[src/hw/rtl/pfa_pkg.sv]
package pfa_pkg;

  localparam int MAX_PARTITIONS_DEF = 16;
  localparam int SIZE_BITS_DEF      = 16;

  localparam int CFG_W     = 5;
  localparam int FUNC_W    = 3;
  localparam int ENTRY_W   = 4;
  localparam int REQ_W     = 16;
  localparam int OWNER_W   = 8;
  localparam int POS_W     = 4;

  localparam logic [CFG_W-1:0] CFG_RESET = 5'd16;

  localparam logic [FUNC_W-1:0] FUNC_LOAD  = 3'd0;
  localparam logic [FUNC_W-1:0] FUNC_FIRST = 3'd1;
  localparam logic [FUNC_W-1:0] FUNC_BEST  = 3'd2;
  localparam logic [FUNC_W-1:0] FUNC_NEXT  = 3'd3;
  localparam logic [FUNC_W-1:0] FUNC_WORST = 3'd4;

  typedef struct packed {
    logic [FUNC_W-1:0]  func;
    logic [ENTRY_W-1:0] entry_index;
    logic [REQ_W-1:0]   request_size;
    logic [OWNER_W-1:0] owner_tag;
  } pfa_in_t;

  typedef struct packed {
    logic             granted;
    logic [POS_W-1:0] position;
  } pfa_out_t;

  typedef struct packed {
    logic rd_en;
    logic ld_en;
    logic gr_en;
  } tbl_cmd_t;

  typedef enum logic [2:0] {
    ST_IDLE,
    ST_LOAD,
    ST_SCAN,
    ST_COMMIT,
    ST_DONE
  } pfa_state_t;

endpackage

[src/hw/rtl/pfa_table.sv]
module pfa_table #(
  parameter int MAX_PARTITIONS = pfa_pkg::MAX_PARTITIONS_DEF,
  parameter int SIZE_BITS      = pfa_pkg::SIZE_BITS_DEF,
  parameter int IDX_W          = $clog2(MAX_PARTITIONS)
) (
  input  logic                       clk,
  input  logic                       rst_n,
  input  pfa_pkg::tbl_cmd_t          cmd,
  input  logic [IDX_W-1:0]           idx,
  input  logic [SIZE_BITS-1:0]       wr_size,
  input  logic [pfa_pkg::OWNER_W-1:0] wr_owner,
  output logic [SIZE_BITS-1:0]       rd_size,
  output logic                       rd_taken
);
  import pfa_pkg::*;

  logic [SIZE_BITS-1:0] size_mem_r  [MAX_PARTITIONS];
  logic [OWNER_W-1:0]   owner_mem_r [MAX_PARTITIONS];
  logic [MAX_PARTITIONS-1:0] vld_r;
  logic [MAX_PARTITIONS-1:0] taken_r;
  logic [SIZE_BITS-1:0] rd_size_r;
  logic                 rd_vld_r;
  logic                 rd_taken_r;

  // sizes and owners live in memory, read data registered
  always_ff @(posedge clk) begin
    if (cmd.ld_en) begin
      size_mem_r[idx] <= wr_size;
    end
    if (cmd.gr_en) begin
      owner_mem_r[idx] <= wr_owner;
    end
    if (cmd.rd_en) begin
      rd_size_r <= size_mem_r[idx];
    end
  end

  // entry valid and taken flags, cleared at reset
  always_ff @(posedge clk) begin
    if (!rst_n) begin
      vld_r      <= '0;
      taken_r    <= '0;
      rd_vld_r   <= 1'b0;
      rd_taken_r <= 1'b0;
    end else begin
      if (cmd.ld_en) begin
        vld_r[idx]   <= 1'b1;
        taken_r[idx] <= 1'b0;
      end else if (cmd.gr_en) begin
        taken_r[idx] <= 1'b1;
      end
      if (cmd.rd_en) begin
        rd_vld_r   <= vld_r[idx];
        rd_taken_r <= taken_r[idx];
      end
    end
  end

  // an entry never loaded reads as size zero
  assign rd_size  = rd_vld_r ? rd_size_r : '0;
  assign rd_taken = rd_taken_r;

endmodule

[src/hw/rtl/pfa_seq.sv]
module pfa_seq #(
  parameter int MAX_PARTITIONS = pfa_pkg::MAX_PARTITIONS_DEF,
  parameter int SIZE_BITS      = pfa_pkg::SIZE_BITS_DEF,
  parameter int IDX_W          = $clog2(MAX_PARTITIONS),
  parameter int CNT_W          = IDX_W + 1
) (
  input  logic                        clk,
  input  logic                        rst_n,
  input  logic                        in_valid,
  output logic                        in_stall,
  input  pfa_pkg::pfa_in_t            in_data,
  output logic                        out_valid,
  input  logic                        out_stall,
  output pfa_pkg::pfa_out_t           out_data,
  input  logic [CNT_W-1:0]            part_cnt,
  output pfa_pkg::tbl_cmd_t           tbl_cmd,
  output logic [IDX_W-1:0]            tbl_idx,
  output logic [SIZE_BITS-1:0]        tbl_wr_size,
  output logic [pfa_pkg::OWNER_W-1:0] tbl_wr_owner,
  input  logic [SIZE_BITS-1:0]        tbl_rd_size,
  input  logic                        tbl_rd_taken
);
  import pfa_pkg::*;

  localparam int CW = (SIZE_BITS > REQ_W) ? SIZE_BITS : REQ_W;

  pfa_state_t state_r, state_nxt;
  pfa_in_t    item_r, item_nxt;
  logic [CNT_W-1:0]     rd_cnt_r, rd_cnt_nxt;
  logic [IDX_W-1:0]     rd_idx_r, rd_idx_nxt;
  logic                 ev_vld_r, ev_vld_nxt;
  logic [IDX_W-1:0]     ev_idx_r, ev_idx_nxt;
  logic                 found_r, found_nxt;
  logic [IDX_W-1:0]     pick_r, pick_nxt;
  logic [SIZE_BITS-1:0] best_r, best_nxt;
  logic [CNT_W-1:0]     next_start_r, next_start_nxt;
  pfa_out_t             res_r, res_nxt;
  logic                 out_valid_r, out_valid_nxt;
  pfa_out_t             out_data_r, out_data_nxt;

  logic             accept;
  logic             issue;
  logic             scan_end;
  logic             load_ok;
  logic             fits;
  logic             better;
  logic             take;
  logic             out_free;
  logic [CNT_W-1:0] rd_idx_inc;
  logic [CNT_W-1:0] pick_inc;
  logic [IDX_W-1:0] start_idx;

  assign accept   = in_valid && !in_stall;
  assign issue    = (state_r == ST_SCAN) && (rd_cnt_r != part_cnt);
  assign scan_end = (state_r == ST_SCAN) && (rd_cnt_r == part_cnt) && !ev_vld_r;
  assign load_ok  = 32'(item_r.entry_index) < 32'(MAX_PARTITIONS);
  assign out_free = !out_valid_r || !out_stall;

  assign rd_idx_inc = CNT_W'(rd_idx_r) + CNT_W'(1);
  assign pick_inc   = CNT_W'(pick_r) + CNT_W'(1);
  assign start_idx  = ((in_data.func == FUNC_NEXT) && (next_start_r < part_cnt)) ?
                      IDX_W'(next_start_r) : '0;

  // shared compare unit, one table entry per cycle
  assign fits   = ev_vld_r && !tbl_rd_taken &&
                  (CW'(tbl_rd_size) >= CW'(item_r.request_size));
  assign better = (item_r.func == FUNC_BEST) ? (tbl_rd_size < best_r) :
                                              (tbl_rd_size > best_r);
  assign take   = fits && (!found_r ||
                  (((item_r.func == FUNC_BEST) || (item_r.func == FUNC_WORST)) && better));

  // next state
  always_comb begin
    state_nxt = state_r;
    case (state_r)
      ST_IDLE: begin
        if (accept) begin
          if (in_data.func == FUNC_LOAD) begin
            state_nxt = ST_LOAD;
          end else if ((in_data.func == FUNC_FIRST) || (in_data.func == FUNC_BEST) ||
                       (in_data.func == FUNC_NEXT) || (in_data.func == FUNC_WORST)) begin
            state_nxt = ST_SCAN;
          end else begin
            state_nxt = ST_DONE;
          end
        end
      end
      ST_LOAD:   state_nxt = ST_DONE;
      ST_SCAN: begin
        if (scan_end) begin
          state_nxt = ST_COMMIT;
        end
      end
      ST_COMMIT: state_nxt = ST_DONE;
      ST_DONE: begin
        if (out_free) begin
          state_nxt = ST_IDLE;
        end
      end
      default:   state_nxt = ST_IDLE;
    endcase
  end

  // outputs toward the table and the input channel
  always_comb begin
    in_stall     = (state_r != ST_IDLE);
    tbl_cmd      = '0;
    tbl_idx      = rd_idx_r;
    tbl_wr_size  = SIZE_BITS'(item_r.request_size);
    tbl_wr_owner = item_r.owner_tag;
    case (state_r)
      ST_SCAN: begin
        tbl_cmd.rd_en = issue;
        tbl_idx       = rd_idx_r;
      end
      ST_LOAD: begin
        tbl_cmd.ld_en = load_ok;
        tbl_idx       = IDX_W'(item_r.entry_index);
      end
      ST_COMMIT: begin
        tbl_cmd.gr_en = found_r;
        tbl_idx       = pick_r;
      end
      default: begin
        tbl_cmd = '0;
      end
    endcase
  end

  // datapath next values
  always_comb begin
    item_nxt       = item_r;
    rd_cnt_nxt     = rd_cnt_r;
    rd_idx_nxt     = rd_idx_r;
    ev_vld_nxt     = issue;
    ev_idx_nxt     = rd_idx_r;
    found_nxt      = found_r;
    pick_nxt       = pick_r;
    best_nxt       = best_r;
    next_start_nxt = next_start_r;
    res_nxt        = res_r;
    out_valid_nxt  = out_valid_r && out_stall;
    out_data_nxt   = out_data_r;

    if (accept) begin
      item_nxt   = in_data;
      rd_cnt_nxt = '0;
      rd_idx_nxt = start_idx;
      found_nxt  = 1'b0;
      pick_nxt   = '0;
      res_nxt    = '0;
    end

    if (issue) begin
      rd_cnt_nxt = rd_cnt_r + CNT_W'(1);
      rd_idx_nxt = (rd_idx_inc == part_cnt) ? '0 : IDX_W'(rd_idx_inc);
    end

    if (take) begin
      found_nxt = 1'b1;
      pick_nxt  = ev_idx_r;
      best_nxt  = tbl_rd_size;
    end

    if (state_r == ST_LOAD) begin
      res_nxt.granted  = load_ok;
      res_nxt.position = load_ok ? item_r.entry_index : '0;
    end

    if (state_r == ST_COMMIT) begin
      res_nxt.granted  = found_r;
      res_nxt.position = found_r ? POS_W'(pick_r) : '0;
      if (found_r && (item_r.func == FUNC_NEXT)) begin
        next_start_nxt = (pick_inc >= part_cnt) ? '0 : pick_inc;
      end
    end

    if ((state_r == ST_DONE) && out_free) begin
      out_valid_nxt = 1'b1;
      out_data_nxt  = res_r;
    end
  end

  always_ff @(posedge clk) begin
    if (!rst_n) begin
      state_r      <= ST_IDLE;
      rd_cnt_r     <= '0;
      ev_vld_r     <= 1'b0;
      found_r      <= 1'b0;
      next_start_r <= '0;
      out_valid_r  <= 1'b0;
    end else begin
      state_r      <= state_nxt;
      rd_cnt_r     <= rd_cnt_nxt;
      ev_vld_r     <= ev_vld_nxt;
      found_r      <= found_nxt;
      next_start_r <= next_start_nxt;
      out_valid_r  <= out_valid_nxt;
    end
  end

  always_ff @(posedge clk) begin
    item_r     <= item_nxt;
    rd_idx_r   <= rd_idx_nxt;
    ev_idx_r   <= ev_idx_nxt;
    pick_r     <= pick_nxt;
    best_r     <= best_nxt;
    res_r      <= res_nxt;
    out_data_r <= out_data_nxt;
  end

  assign out_valid = out_valid_r;
  assign out_data  = out_data_r;

endmodule

[src/hw/rtl/partition_fit_allocator_unit.sv]
// Fixed-partition allocator: a table of partitions with size, taken flag and owner.
// Input channel (in_valid / in_stall / in_data) carries one operation per transfer:
// load a partition size, or request a size under first, best, next or worst fit.
// Result channel (out_valid / out_stall / out_data) returns granted and position,
// exactly one result per input transfer, in order.
// cfg_wr_en / cfg_wr_data set the number of partitions searched (reset 16); the user
// must write them only while the block is idle, as the block itself does not enforce it.
// A search reads one table entry per cycle from the size memory through one
// compare unit, then commits the grant and registers the result. A load writes
// the table entry and registers its result; an unknown operation goes straight
// to its result with granted low. One item is worked on at a time; in_stall is
// high meanwhile.
// The result sits in an output register, so the next item is taken while it waits;
// if out_stall holds it, a following result waits in the sequencer until it drains.
// Synchronous reset (rst_n low) frees every partition with size zero,
// resets the next-fit pointer and drops any pending result. No clearing pass.
module partition_fit_allocator_unit #(
  parameter int MAX_PARTITIONS = pfa_pkg::MAX_PARTITIONS_DEF,
  parameter int SIZE_BITS      = pfa_pkg::SIZE_BITS_DEF
) (
  input  logic                      clk,
  input  logic                      rst_n,
  input  logic                      in_valid,
  output logic                      in_stall,
  input  pfa_pkg::pfa_in_t          in_data,
  output logic                      out_valid,
  input  logic                      out_stall,
  output pfa_pkg::pfa_out_t         out_data,
  input  logic                      cfg_wr_en,
  input  logic [pfa_pkg::CFG_W-1:0] cfg_wr_data
);
  import pfa_pkg::*;

  localparam int IDX_W = $clog2(MAX_PARTITIONS);
  localparam int CNT_W = IDX_W + 1;
  localparam int SAT_W = (CNT_W > CFG_W) ? CNT_W : CFG_W;

  logic [CFG_W-1:0]     cfg_r;
  logic [CNT_W-1:0]     part_cnt;
  tbl_cmd_t             tbl_cmd;
  logic [IDX_W-1:0]     tbl_idx;
  logic [SIZE_BITS-1:0] tbl_wr_size;
  logic [OWNER_W-1:0]   tbl_wr_owner;
  logic [SIZE_BITS-1:0] tbl_rd_size;
  logic                 tbl_rd_taken;

  always_ff @(posedge clk) begin
    if (!rst_n) begin
      cfg_r <= CFG_RESET;
    end else if (cfg_wr_en) begin
      cfg_r <= cfg_wr_data;
    end
  end

  // partitions in use saturate at the table depth
  assign part_cnt = (SAT_W'(cfg_r) > SAT_W'(MAX_PARTITIONS)) ?
                    CNT_W'(MAX_PARTITIONS) : CNT_W'(cfg_r);

  pfa_seq #(
    .MAX_PARTITIONS (MAX_PARTITIONS),
    .SIZE_BITS      (SIZE_BITS),
    .IDX_W          (IDX_W),
    .CNT_W          (CNT_W)
  ) u_seq (
    .clk          (clk),
    .rst_n        (rst_n),
    .in_valid     (in_valid),
    .in_stall     (in_stall),
    .in_data      (in_data),
    .out_valid    (out_valid),
    .out_stall    (out_stall),
    .out_data     (out_data),
    .part_cnt     (part_cnt),
    .tbl_cmd      (tbl_cmd),
    .tbl_idx      (tbl_idx),
    .tbl_wr_size  (tbl_wr_size),
    .tbl_wr_owner (tbl_wr_owner),
    .tbl_rd_size  (tbl_rd_size),
    .tbl_rd_taken (tbl_rd_taken)
  );

  pfa_table #(
    .MAX_PARTITIONS (MAX_PARTITIONS),
    .SIZE_BITS      (SIZE_BITS),
    .IDX_W          (IDX_W)
  ) u_table (
    .clk      (clk),
    .rst_n    (rst_n),
    .cmd      (tbl_cmd),
    .idx      (tbl_idx),
    .wr_size  (tbl_wr_size),
    .wr_owner (tbl_wr_owner),
    .rd_size  (tbl_rd_size),
    .rd_taken (tbl_rd_taken)
  );

endmodule
[config.mk]
export PLATFORM = sky130hd
export DESIGN_NAME = partition_fit_allocator_unit
export DESIGN_NICKNAME = d
export VERILOG_FILES = /design/src/hw/rtl/pfa_pkg.sv /design/src/hw/rtl/pfa_table.sv /design/src/hw/rtl/pfa_seq.sv /design/src/hw/rtl/partition_fit_allocator_unit.sv
export SDC_FILE = /design/constraint.sdc
export NUM_CORES = 1
export LEC_CHECK = 0
export BUFFER_PORTS_ARGS = -buffer_cell sky130_fd_sc_hd__buf_4
export CAP_MARGIN = 20
export CORE_MARGIN = 3
export CORE_UTILIZATION = 50
export CTS_BUF_LIST = sky130_fd_sc_hd__clkbuf_8 sky130_fd_sc_hd__clkbuf_16
export DETAILED_ROUTE_END_ITERATION = 8
export PLACE_DENSITY = 0.7
export SETUP_SLACK_MARGIN = 0.15
export SYNTH_ARGS = -nofsm -noshare
export SYNTH_HDL_FRONTEND = slang
export SYNTH_SLANG_ARGS = --single-unit
[constraint.sdc]
create_clock -name clk -period 4.4 [get_ports clk]
set_input_delay 0.88 -clock clk [delete_from_list [all_inputs] [get_ports clk]]
set_output_delay 0.88 -clock clk [all_outputs]
set_load 0.02 [all_outputs]
* Word level (Yosys, flattened, before mapping)
Memory sizes are Yosys's and may differ from the RTL's. A register that Yosys moved wholly into a read port is not among the register bits.
Index checks and enable logic that the tools add are counted.
** Storage, ports and cells
- Register bits :: 116
- RAM bits :: 256
- Input bits :: 41
- Output and inout port bits :: 7
- Word-level logic and storage cells :: 128
- Memories kept :: 1
** Memory list
- u_table.size_mem_r :: depth 16, bits a word 16, read ports 1, clocked after memory_dff 1, wr ports 1, line pfa_table.sv:17 : logic [SIZE_BITS-1:0] size_mem_r [MAX_PARTITIONS];
** Cells by class
- $add $sub $neg :: 3
- Order comparisons :: 8
- Equal/unequal tests :: 17
- Muxes and demuxes :: 38
- Bitwise operators :: 4
- Reductions and logical operators :: 35
** Operators with widths (number)
- two-way mux 16 bit :: 3
- bitwise OR 16 bit :: 2
- two-way mux 5 bit :: 6
- two-way mux 4 bit :: 7
- equality test 3 x 2 -> 1 bit, second input constant :: 6
- AND 16 bit :: 1
- >= comparator 16 bit :: 1
- greater-than comparator 16 bit :: 1
- less-than comparator 16 bit :: 1
- NOT 16 bit :: 1
- two-way mux 3 bit :: 5
- logical AND 1 bit :: 13
- two-way mux 1 bit :: 12
- case mux 3 bit (4 select lines) :: 1
- adder 4 x 1 -> 5 bit, second input constant :: 2
- equality test 5 bit :: 2
- equality test 3 bit, second input constant :: 3
- binary-select mux 1 bit (select 4 bit) :: 2
- case mux 4 bit (2 select lines) :: 1
- equality test 3 x 1 -> 1 bit, second input constant :: 2
- zero test 1 bit :: 6
- zero test 3 bit :: 2
- logical OR 1 bit :: 6
- != test 2 x 1 -> 1 bit, second input constant :: 3
- 13 further kinds :: 16

* Longest topological paths before layout
Gate-level depths: netlist of the first run.
- Word-level depth :: 9
- Gate-level depth with buffers :: 11
- Gate-level depth less buffers :: 8

* Modules after synthesis
Synthesis of the first run repeated with hierarchy kept, for this count alone.
** Second synthesis, totals
- Cell total of the unflattened synthesis :: 946
- Area, all modules :: 16311.9 um^2
** Modules (own cells, without submodules)
- pfa_table :: instances 1, cells an instance 546, area an instance 11676.2 um^2, seq. area each 8848.5 um^2
- pfa_seq :: instances 1, cells an instance 379, area an instance 4416.7 um^2, seq. area each 2352.3 um^2
- partition_fit_allocator_unit :: instances 1, cells an instance 21, area an instance 219.0 um^2, seq. area each 100.1 um^2

* Worst setup path after synthesis of the first run
OpenSTA, ideal clock, no wires.
- Kind :: register to register
- Start :: register u_table.rd_vld_r
- End :: register u_seq.best_r[0], enable pin
- Setup time :: 0.388 ns
- Arrival time :: 2.842 ns
- Required time :: 4.012 ns
- Slack :: 1.170 ns
- Stages on the path, launching flop included :: 11
- Buffers on the path :: 2
- Period minus slack after synthesis :: 3.230 ns
- Cell sequence :: dfxtp_1 -> clkbuf_1 -> clkbuf_1 -> and2_1 -> ha_1 -> nand4_1 -> a211oi_1 -> a211o_1 -> a211oi_1 -> a211oi_2 -> nor2_1
** On the way
- Cells in the longest elaborated chain, start to end :: 6
- Elaborated cells between the ends (all ways) :: 9
- Classes of those cells :: 3 x order compare; 2 x mux; 4 x reduce/logical
** Ends and longest elaborated chain
- start: declaration :: line pfa_table.sv:22 : logic rd_vld_r;
- start signal: assignment :: line pfa_table.sv:53 : rd_vld_r <= vld_r[idx];
- two-way mux 16 bit (*) :: line pfa_table.sv:60 : assign rd_size = rd_vld_r ? rd_size_r : '0;
- named net tbl_rd_size[7] :: line partition_fit_allocator_unit.sv:44 : logic [SIZE_BITS-1:0] tbl_rd_size;
- greater-than comparator 16 bit or less-than comparator 16 bit (tied branches) :: line pfa_seq.sv:68, pfa_seq.sv:67
- two-way mux 1 bit :: line pfa_seq.sv:67 : assign better = (item_r.func == FUNC_BEST) ? (tbl_rd_size < best_r) :
- logical AND 1 bit :: line pfa_seq.sv:70 : (((item_r.func == FUNC_BEST) || (item_r.func == FUNC_WORST)) && better));
- logical OR 1 bit :: line pfa_seq.sv:69 : assign take = fits && (!found_r ||
- logical AND 1 bit (*) :: line pfa_seq.sv:69
- end signal: assignment :: line pfa_seq.sv:207 : best_r <= best_nxt;
- end: declaration :: line pfa_seq.sv:35 : logic [SIZE_BITS-1:0] best_r, best_nxt;
Mark *: on every way through the listed nets, which the timed path passes. The rest lies on a longest branch.
A chain may end at the register's enable or synchronous reset.

* Worst setup path in the final report of the first run
- Start :: register u_table.rd_vld_r
- End :: register u_seq.pick_r[3], enable pin
** On the way
- Cells in the longest elaborated chain, start to end :: 7
- Elaborated cells between the ends (all ways) :: 10
- Classes of those cells :: 3 x order compare; 2 x mux; 5 x reduce/logical
** Ends and longest elaborated chain
- two-way mux 16 bit (*) :: line pfa_table.sv:60
- named net tbl_rd_size[6] :: line partition_fit_allocator_unit.sv:44
- greater-than comparator 16 bit or less-than comparator 16 bit (tied branches) :: line pfa_seq.sv:68, pfa_seq.sv:67
- two-way mux 1 bit :: line pfa_seq.sv:67
- logical AND 1 bit :: line pfa_seq.sv:70
- logical OR 1 bit :: line pfa_seq.sv:69
- logical AND 1 bit (*) :: line pfa_seq.sv:69
- nonzero test 2 bit (no source line) (*)
- end signal: assignment :: line pfa_seq.sv:206 : pick_r <= pick_nxt;
- end: declaration :: line pfa_seq.sv:34 : logic [IDX_W-1:0] pick_r, pick_nxt;
Marked as above.

==> key figures, run 1 <==
Outcome
  • Status: completed

Layout
  • Layout cell share with drive strength beyond 1: 0.206
  • Area delta synth->final: 14.2%
  • Final core occ: 0.581
  • Nets@finish: 1144
  • Diode count: 0
  • Final std cell area, no fill: about 0.018 mm²

Critical path
  • Worst Reg-to-Reg Cells: 8
  • Crit-path max FO: 22
  • Reg-to-reg endpoint: u_seq.pick_r[3]$_SDFFCE_PN0P_
  • Worst R2R Setup Slack: 900 ps
  • Crit path from: u_table.rd_vld_r$_SDFFE_PN0P_
  • CP Class: reg -> reg
  • Nature of the critical path startpoint: flop
  • Crit end category: flop
  • Crit path capture: u_seq.pick_r[3]$_SDFFCE_PN0P_
  • Worst EP required: 4610 ps
  • Arrival @ worst endpoint: approximately 3700 ps
  • Worst R2R Start: u_table.rd_vld_r$_SDFFE_PN0P_

Timing
  • Clock skew: 28.4 ps
  • Max Slew Vio Count: 0
  • RSZ-0062 raised after global routing: false
  • Fmax: roughly 290 MHz
  • Worst Tran Pin Value: approximately 880 ps
  • Crit share post-route: 0.795
  • Final WS setup: 904 ps
  • Setup TNS: 0 ps
  • Max_slew headroom: 0.410
  • Final min period: about 3500 ps
  • Final setup fails: 0
  • Final Hold Fails: 0

Synthesis
  • Yosys cell types: 58
  • Avg Cell Area, Syn: 16.3 µm²
  • Post-synth net total: approximately 1100
  • EDFF count, synth: 329
  • Seq/Total Area, Yosys: 0.685
  • Ys Warns: 0
  • Ys flop type: edfxtp_1
  • Flops & latches, synth: 388
  • Asr flop ratio synth: 0
  • Post-Syn Area: approximately 0.016 mm²
  • Syn Inst Count: approximately 990

Power and ir drop
  • Clock power frac: 0.392
  • Combinational Power Share: 0.115
  • PwrDens: 469 mW/mm²
  • Pleak: between 6 and 7 nW
  • Switching part of the total: 0.237
  • Sequential fraction of design power: 0.493
  • Overall power: ~0.0086 W
  • Worst VDD drop: 0.356 mV
  • Internal: 0.00660 W
  • Psw: 0.00205 W

Floorplanning
  • Initial Util: 0.509
  • Die X-Extent: 186 µm
  • Die area: 0.0345 mm²
  • Core region area: about 0.032 mm²
  • FP Rows: 65
  • Die Y: 186 µm
  • IO Pins: 48

GRT
  • Global route overflow: 0
  • Vias in the first global route: 8944
  • Initial antenna violation count: 0
  • First-pass GRT wire length: 52.1 mm
  • Pin count of the biggest net entering global routing: 69
  • Gr usage total: 0.201

Routing
  • Antenna Nets Post-Route: 0
  • 1st-iter DRT viols: 780
  • Drt wl/cell: 22.7 µm
  • Total wire length: 33.9 mm
  • TritonRoute pass-1 iters: 5
  • Vias per cell: between 5 and 6
  • Total number of vias: 8798
  • DRC viols: 0

Min path
  • Hold depth: 0
  • Hold crit path type: reg -> reg

CTS
  • Sink Count: 388
  • Cts bufs inserted: 40
  • Postcts setup bufs: 0
  • Root Driver: clkbuf_16
  • Clk slew on worst S/H paths: ~60 ps
  • CTS tree: done
  • CTS HTree Levels: 2
  • Post-cts hold buffer count: 0
  • Worst skew pair latency: 540 ps
  • CTS resizes: 0
  • Maximum clock path buffer count: 3

Place
  • Placer congestion estimate: 0.819
  • Placed cell area: around 0.017 mm²
  • Dpl hpwl: 20.7 mm
  • Pre-CTS setup slack: 902 ps
  • PortBufs: 39

Flow run
  • Max-cap violation count: 0
[cells in the final DEF, fill, tap and decap left out, types with 3 or more instances in the layout]
| cell | netlist | routed |
|---|---|---|
| edfxtp_1 | 329 | 329 |
| mux4_2 | 64 | 64 |
| buf_4 | 2 | 63 |
| inv_1 | 51 | 60 |
| dfxtp_1 | 59 | 59 |
| a21oi_1 | 51 | 51 |
| mux2i_1 | 43 | 41 |
| ha_1 | 41 | 41 |
| clkbuf_16 | 0 | 41 |
| nand2_1 | 34 | 34 |
| nor2b_1 | 25 | 25 |
| nor2_1 | 38 | 22 |
| nor3b_1 | 22 | 22 |
| a211oi_1 | 20 | 20 |
| and2_1 | 17 | 17 |
| o21a_1 | 17 | 17 |
| nor2_2 | 0 | 12 |
| clkinv_2 | 0 | 12 |
| o21ai_0 | 11 | 11 |
| a21boi_0 | 11 | 11 |
| nand2b_1 | 10 | 10 |
| a21o_1 | 10 | 10 |
| and3_1 | 9 | 9 |
| nor3_1 | 7 | 7 |
| o211ai_1 | 7 | 7 |
| nand3_1 | 6 | 6 |
| xor2_1 | 6 | 6 |
| buf_12 | 0 | 6 |
| xnor2_1 | 5 | 5 |
| nand4_1 | 5 | 5 |
| o22ai_1 | 5 | 5 |
| a31oi_1 | 5 | 5 |
| bufinv_16 | 0 | 5 |
| mux2_2 | 4 | 4 |
| nor2_4 | 0 | 4 |
| a32oi_1 | 4 | 4 |
| a211o_1 | 3 | 3 |
| mux2i_4 | 1 | 3 |
| nand3b_1 | 3 | 3 |
[flip-flops by register name, indices dropped and copies added, names as in the netlist, named ones only]
register,cells
u_table.rd_taken,1
u_seq.ev_vld_r,1
u_seq.pick_r,4
u_seq.res_r,5
u_seq.rd_cnt_r,5
u_table.vld_r,16
u_seq.state_r,3
u_seq.out_data,5
u_seq.ev_idx_r,4
u_seq.next_start_r,5
u_table.rd_size_r,16
u_seq.ev_idx_nxt,4
cfg_r,5
u_table.size_mem_r,256
u_seq.item_r,7
u_seq.tbl_wr_size,16
u_seq.out_valid,1
u_seq.best_r,16
u_seq.found_r,1
u_table.rd_vld_r,1
[power by group through the flow]
| stage | clock (W) | sequential, W | combinational (W) |
|---|---|---|---|
| detailed placement | 0 | 0.00434 | 0.000993 |
| finish | 0.00339 | 0.00426 | 0.000992 |
| global placement | 0 | 0.00433 | 0.000986 |
| global route | 0.00361 | 0.00428 | 0.00109 |
| floorplan | 0 | 0.00429 | 0.000742 |
| CTS | 0.00346 | 0.00426 | 0.00100 |
[metrics by stage]
step | instances | hold WS (ps)
floorplan | 992 | 400
global placement | 1421 | 403
detailed placement | 1421 | 407
CTS | 1494 | 421
global route | 1495 | 426
finish | 1495 | 422
[critical path: stages, from the launching register on]
cell and delay, ps:
dfxtp_1 770, and2_1 370, ha_1 290, nand4_1 150, a211oi_1 70, a211o_1 340, a2111o_1 450, a211oi_2 390
o21ai_0 320
[cell type report]
| cell class | instances | area, µm² |
|---|---|---|
| Timing Repair Buffer | 69 | 593 |
| Multi-Input combinational cell | 512 | 4740 |
| Inverter | 51 | 191 |
| Clock inverter | 32 | 314 |
| Sequential cell | 388 | 11100 |
| Fill cell | 2441 | 13300 |
| Tap cell | 402 | 503 |
| Clock buffer | 41 | 1030 |
[worst min path at each step]
stage                             endpoint                startpoint  slack, ps
2_1_floorplan  u_seq.out_data[0]$_DFFE_PP_  u_seq.res_r[0]$_DFFE_PP_        400
3_3_place_gp   u_seq.out_data[0]$_DFFE_PP_  u_seq.res_r[0]$_DFFE_PP_        400
3_5_place_dp   u_seq.out_data[3]$_DFFE_PP_  u_seq.res_r[3]$_DFFE_PP_        410
4_1_cts        u_seq.out_data[3]$_DFFE_PP_  u_seq.res_r[3]$_DFFE_PP_        420
5_1_grt        u_seq.out_data[3]$_DFFE_PP_  u_seq.res_r[3]$_DFFE_PP_        430
6_report       u_seq.out_data[3]$_DFFE_PP_  u_seq.res_r[3]$_DFFE_PP_        420
[metal layers]
metal	up-vias	routed length (µm)	share of wire	global-route usage
met4	0	1020	0.030	0.0697
met2	294	16100	0.48	0.323
met1	4430	14800	0.44	0.284
li1	4004	-	-	-
met3	70	1960	0.058	0.0321
met5	-	0	0	0
[logic make-up (layout without fill, tap and decap cells)]
kind of cell,count (synthesis),count (layout),share of synthesized area
fa+ha+maj,41,41,0.0318
xor+xnor,11,11,0.00597
buf+inv,92,193,0.0260
flops,388,388,0.685
mux,113,113,0.121
simple gates,190,190,0.0650
compound gates,157,157,0.0650
[synthesized netlist by cell type, drive strengths merged, types with 21 or more instances]
master,count,area share
mux2i,44,0.028
nor3b,22,0.010
inv,51,0.012
nor2,38,0.0088
mux4,64,0.089
a21oi,51,0.016
a211oi,21,0.010
nand2,34,0.0079
clkbuf,21,0.0049
nor2b,26,0.010
edfxtp,329,0.61
ha,41,0.032
dfxtp,59,0.073
(Power assumes the default switching activity.)
==> inputs of run 2 (changes only) <==
clock period = 3.31 ns   (was 4.4 ns; I/O delays follow)
==> key figures, run 2 (same netlist as run 1, synthesis figures left out) <==
Power and ir drop
  • Internal: 0.00836 W (+27%)
  • PwrDens: 598 mW/mm² (+28%)
  • Clock power frac: 0.364 (-0.028)
  • Combinational Power Share: 0.129 (+0.014)
  • Worst VDD drop: 0.469 mV (+32%)
  • Pleak: 6.59 nW (+0.76%)
  • Sequential fraction of design power: 0.507 (+0.014)
  • Switching part of the total: 0.245 (+0.00859)
  • Psw: 0.00272 W (+33%)

Floorplanning
  • Die X-Extent: 186 µm (unchanged)
  • FP Rows: 65 (unchanged)
  • Die Y: 186 µm (unchanged)
  • Die area: 0.0345 mm² (unchanged)
  • Initial Util: 0.509 (unchanged)
  • Core region area: 0.0317 mm² (unchanged)
  • IO Pins: 48 (unchanged)

Layout
  • Final std cell area, no fill: 0.0185 mm² (+0.41%)
  • Diode count: 0 (unchanged)
  • Max reg flops: 256 (unchanged)
  • Layout cell share with drive strength beyond 1: 0.216 (+0.0101)
  • Most frequent cells in the layout: 329 x edfxtp_1, 86 x buf_4, 64 x mux4_2, 60 x inv_1, 59 x dfxtp_1
  • Nets@finish: 1170 (+2.3%)
  • Most flops, register: u_table.size_mem_r
  • Commonest non-fill, non-tap cell in the layout: edfxtp_1
  • Area delta synth->final: 14.7%

CTS
  • Sink Count: 388 (unchanged)
  • Root Driver: clkbuf_16
  • Post-cts hold buffer count: 0 (unchanged)
  • CTS tree: done
  • CTS HTree Levels: 2 (unchanged)
  • Maximum clock path buffer count: 3 (unchanged)
  • Worst skew pair latency: 540 ps (about the same)
  • CTS resizes: 1 (+1)
  • Postcts setup bufs: 0 (unchanged)
  • Cts bufs inserted: 40 (unchanged)
  • Clk slew on worst S/H paths: 60 ps (about the same)

GRT
  • Initial antenna violation count: 0 (unchanged)
  • Grt met2 use: 0.324 (+0.000882)
  • Vias in the first global route: 8785 (-1.8%)
  • Pin count of the biggest net entering global routing: 55 (-20%)
  • Met3 Use GR: 0.0307 (-0.00137)
  • Gr usage total: 0.202 (+0.00111)
  • Global route overflow: 0 (unchanged)
  • GRT busiest layer: met2
  • First-pass GRT wire length: 52.2 mm (+0.19%)
  • Global Route met1 Usage: 0.293 (+0.00855)

Place
  • PortBufs: 39 (unchanged)
  • Dpl hpwl: 21.6 mm (+4.3%)
  • Placer congestion estimate: 0.810 (-1.1%)
  • Placed cell area: 0.0173 mm² (+1.3%)

Routing
  • Vias per cell: 5.87 (-0.30%)
  • TritonRoute pass-1 iters: 5 (unchanged)
  • Antenna Nets Post-Route: 0 (unchanged)
  • Total wire length: 34.0 mm (+0.22%)
  • Drt wl/cell: 22.4 µm (-1.3%)
  • 1st-iter DRT viols: 791 (+1.4%)
  • Total number of vias: 8907 (+1.2%)
  • DRC viols: 0 (unchanged)

Timing
  • Setup TNS: 0 ps (unchanged)
  • Fmax: 340 MHz (+19%)
  • Crit share post-route: 0.888 (+0.0932)
  • Max Slew Vio Count: 0 (unchanged)
  • Final min period: 2940 ps (-557 ps)
  • Max_slew headroom: 0.554 (+0.144)
  • Final setup fails: 0 (unchanged)
  • RSZ-0062 raised after global routing: false
  • Final Hold Fails: 0 (unchanged)
  • Worst Tran Pin Value: 669 ps (-214 ps)
  • Clock skew: 24.4 ps (-4.04 ps)

Critical path
  • Crit end category: flop
  • Crit-path max FO: 8 (-64%)
  • Nature of the critical path startpoint: flop
  • Worst Reg-to-Reg Cells: 9 (+1)
  • Worst EP required: 3570 ps (-1040 ps)
  • Arrival @ worst endpoint: 3200 ps (-510 ps)
  • CP Class: reg -> reg

Outcome
  • Status: completed

Min path
  • Hold depth: 1 (+1)
  • Hold crit path type: in -> reg

Flow run
  • Max-cap violation count: 0 (unchanged)
==> run 2: cell types whose count changed in the layout (fill, tap and decap cells not counted), sizes merged <==
cell	before	now
inv	60	61
clkbuf	41	40
bufinv	5	0
buf	69	95
clkinvlp	1	3
==> run 2: layer usage <==
| layer | vias to the layer above | share of wire |
|---|---|---|
| li1 | 4053 | - |
| met1 | 4526 | 0.44 |
| met2 | 276 | 0.48 |
| met3 | 52 | 0.060 |
| met4 | 0 | 0.022 |
| met5 | - | 0 |
==> run 2: path summary, 6_finish.rpt <==
check                                      from                        endpoint  slack (ps)
hold / removal                      in_data[15]  u_seq.tbl_wr_size[7]$_DFFE_PP_         290
hold reg to reg        u_seq.res_r[3]$_DFFE_PP_     u_seq.out_data[3]$_DFFE_PP_         420
setup reg to reg  u_table.rd_vld_r$_SDFFE_PN0P_   u_seq.pick_r[2]$_SDFFCE_PN0P_         370
setup / recovery  u_table.rd_vld_r$_SDFFE_PN0P_   u_seq.pick_r[2]$_SDFFCE_PN0P_         370
==> run 2: worst max-delay path, stage by stage (launching register included) <==
cell,delay (ps)
dfxtp_1,500
and2_1,250
ha_1,280
nand4_1,170
a211oi_1,70
a211o_1,330
a2111o_1,450
a211oi_2,290
buf_4,200
o21ai_1,120
==> run 2: final cells by class <==
class	count	area, µm²
Tap cell	402	503
Clock buffer	40	1000
Timing Repair Buffer	95	826
Inverter	51	191
Sequential cell	388	11100
Clock inverter	30	189
Fill cell	2427	13200
Multi-Input combinational cell	512	4730
==> run 2: through the flow <==
stage / power (W) / instances / hold slack, ps / util / setup WS [ps]
floorplan: 0.00669 / 992 / 400 / - / 326
global placement: 0.00712 / 1448 / 403 / 0.546 / 195
detailed placement: 0.00715 / 1448 / 407 / 0.546 / 150
CTS: 0.0112 / 1518 / 273 / 0.583 / 245
global route: 0.0115 / 1518 / 278 / 0.583 / 202
finish: 0.0111 / 1518 / 294 / 0.583 / 371
==> run 2: power by group through the flow <==
stage	clock, W	combinational [W]	sequential (W)
finish	0.00403	0.00143	0.00562
floorplan	0	0.000986	0.00570
detailed placement	0	0.00143	0.00572
CTS	0.00412	0.00144	0.00561
global placement	0	0.00141	0.00571
global route	0.00429	0.00156	0.00563
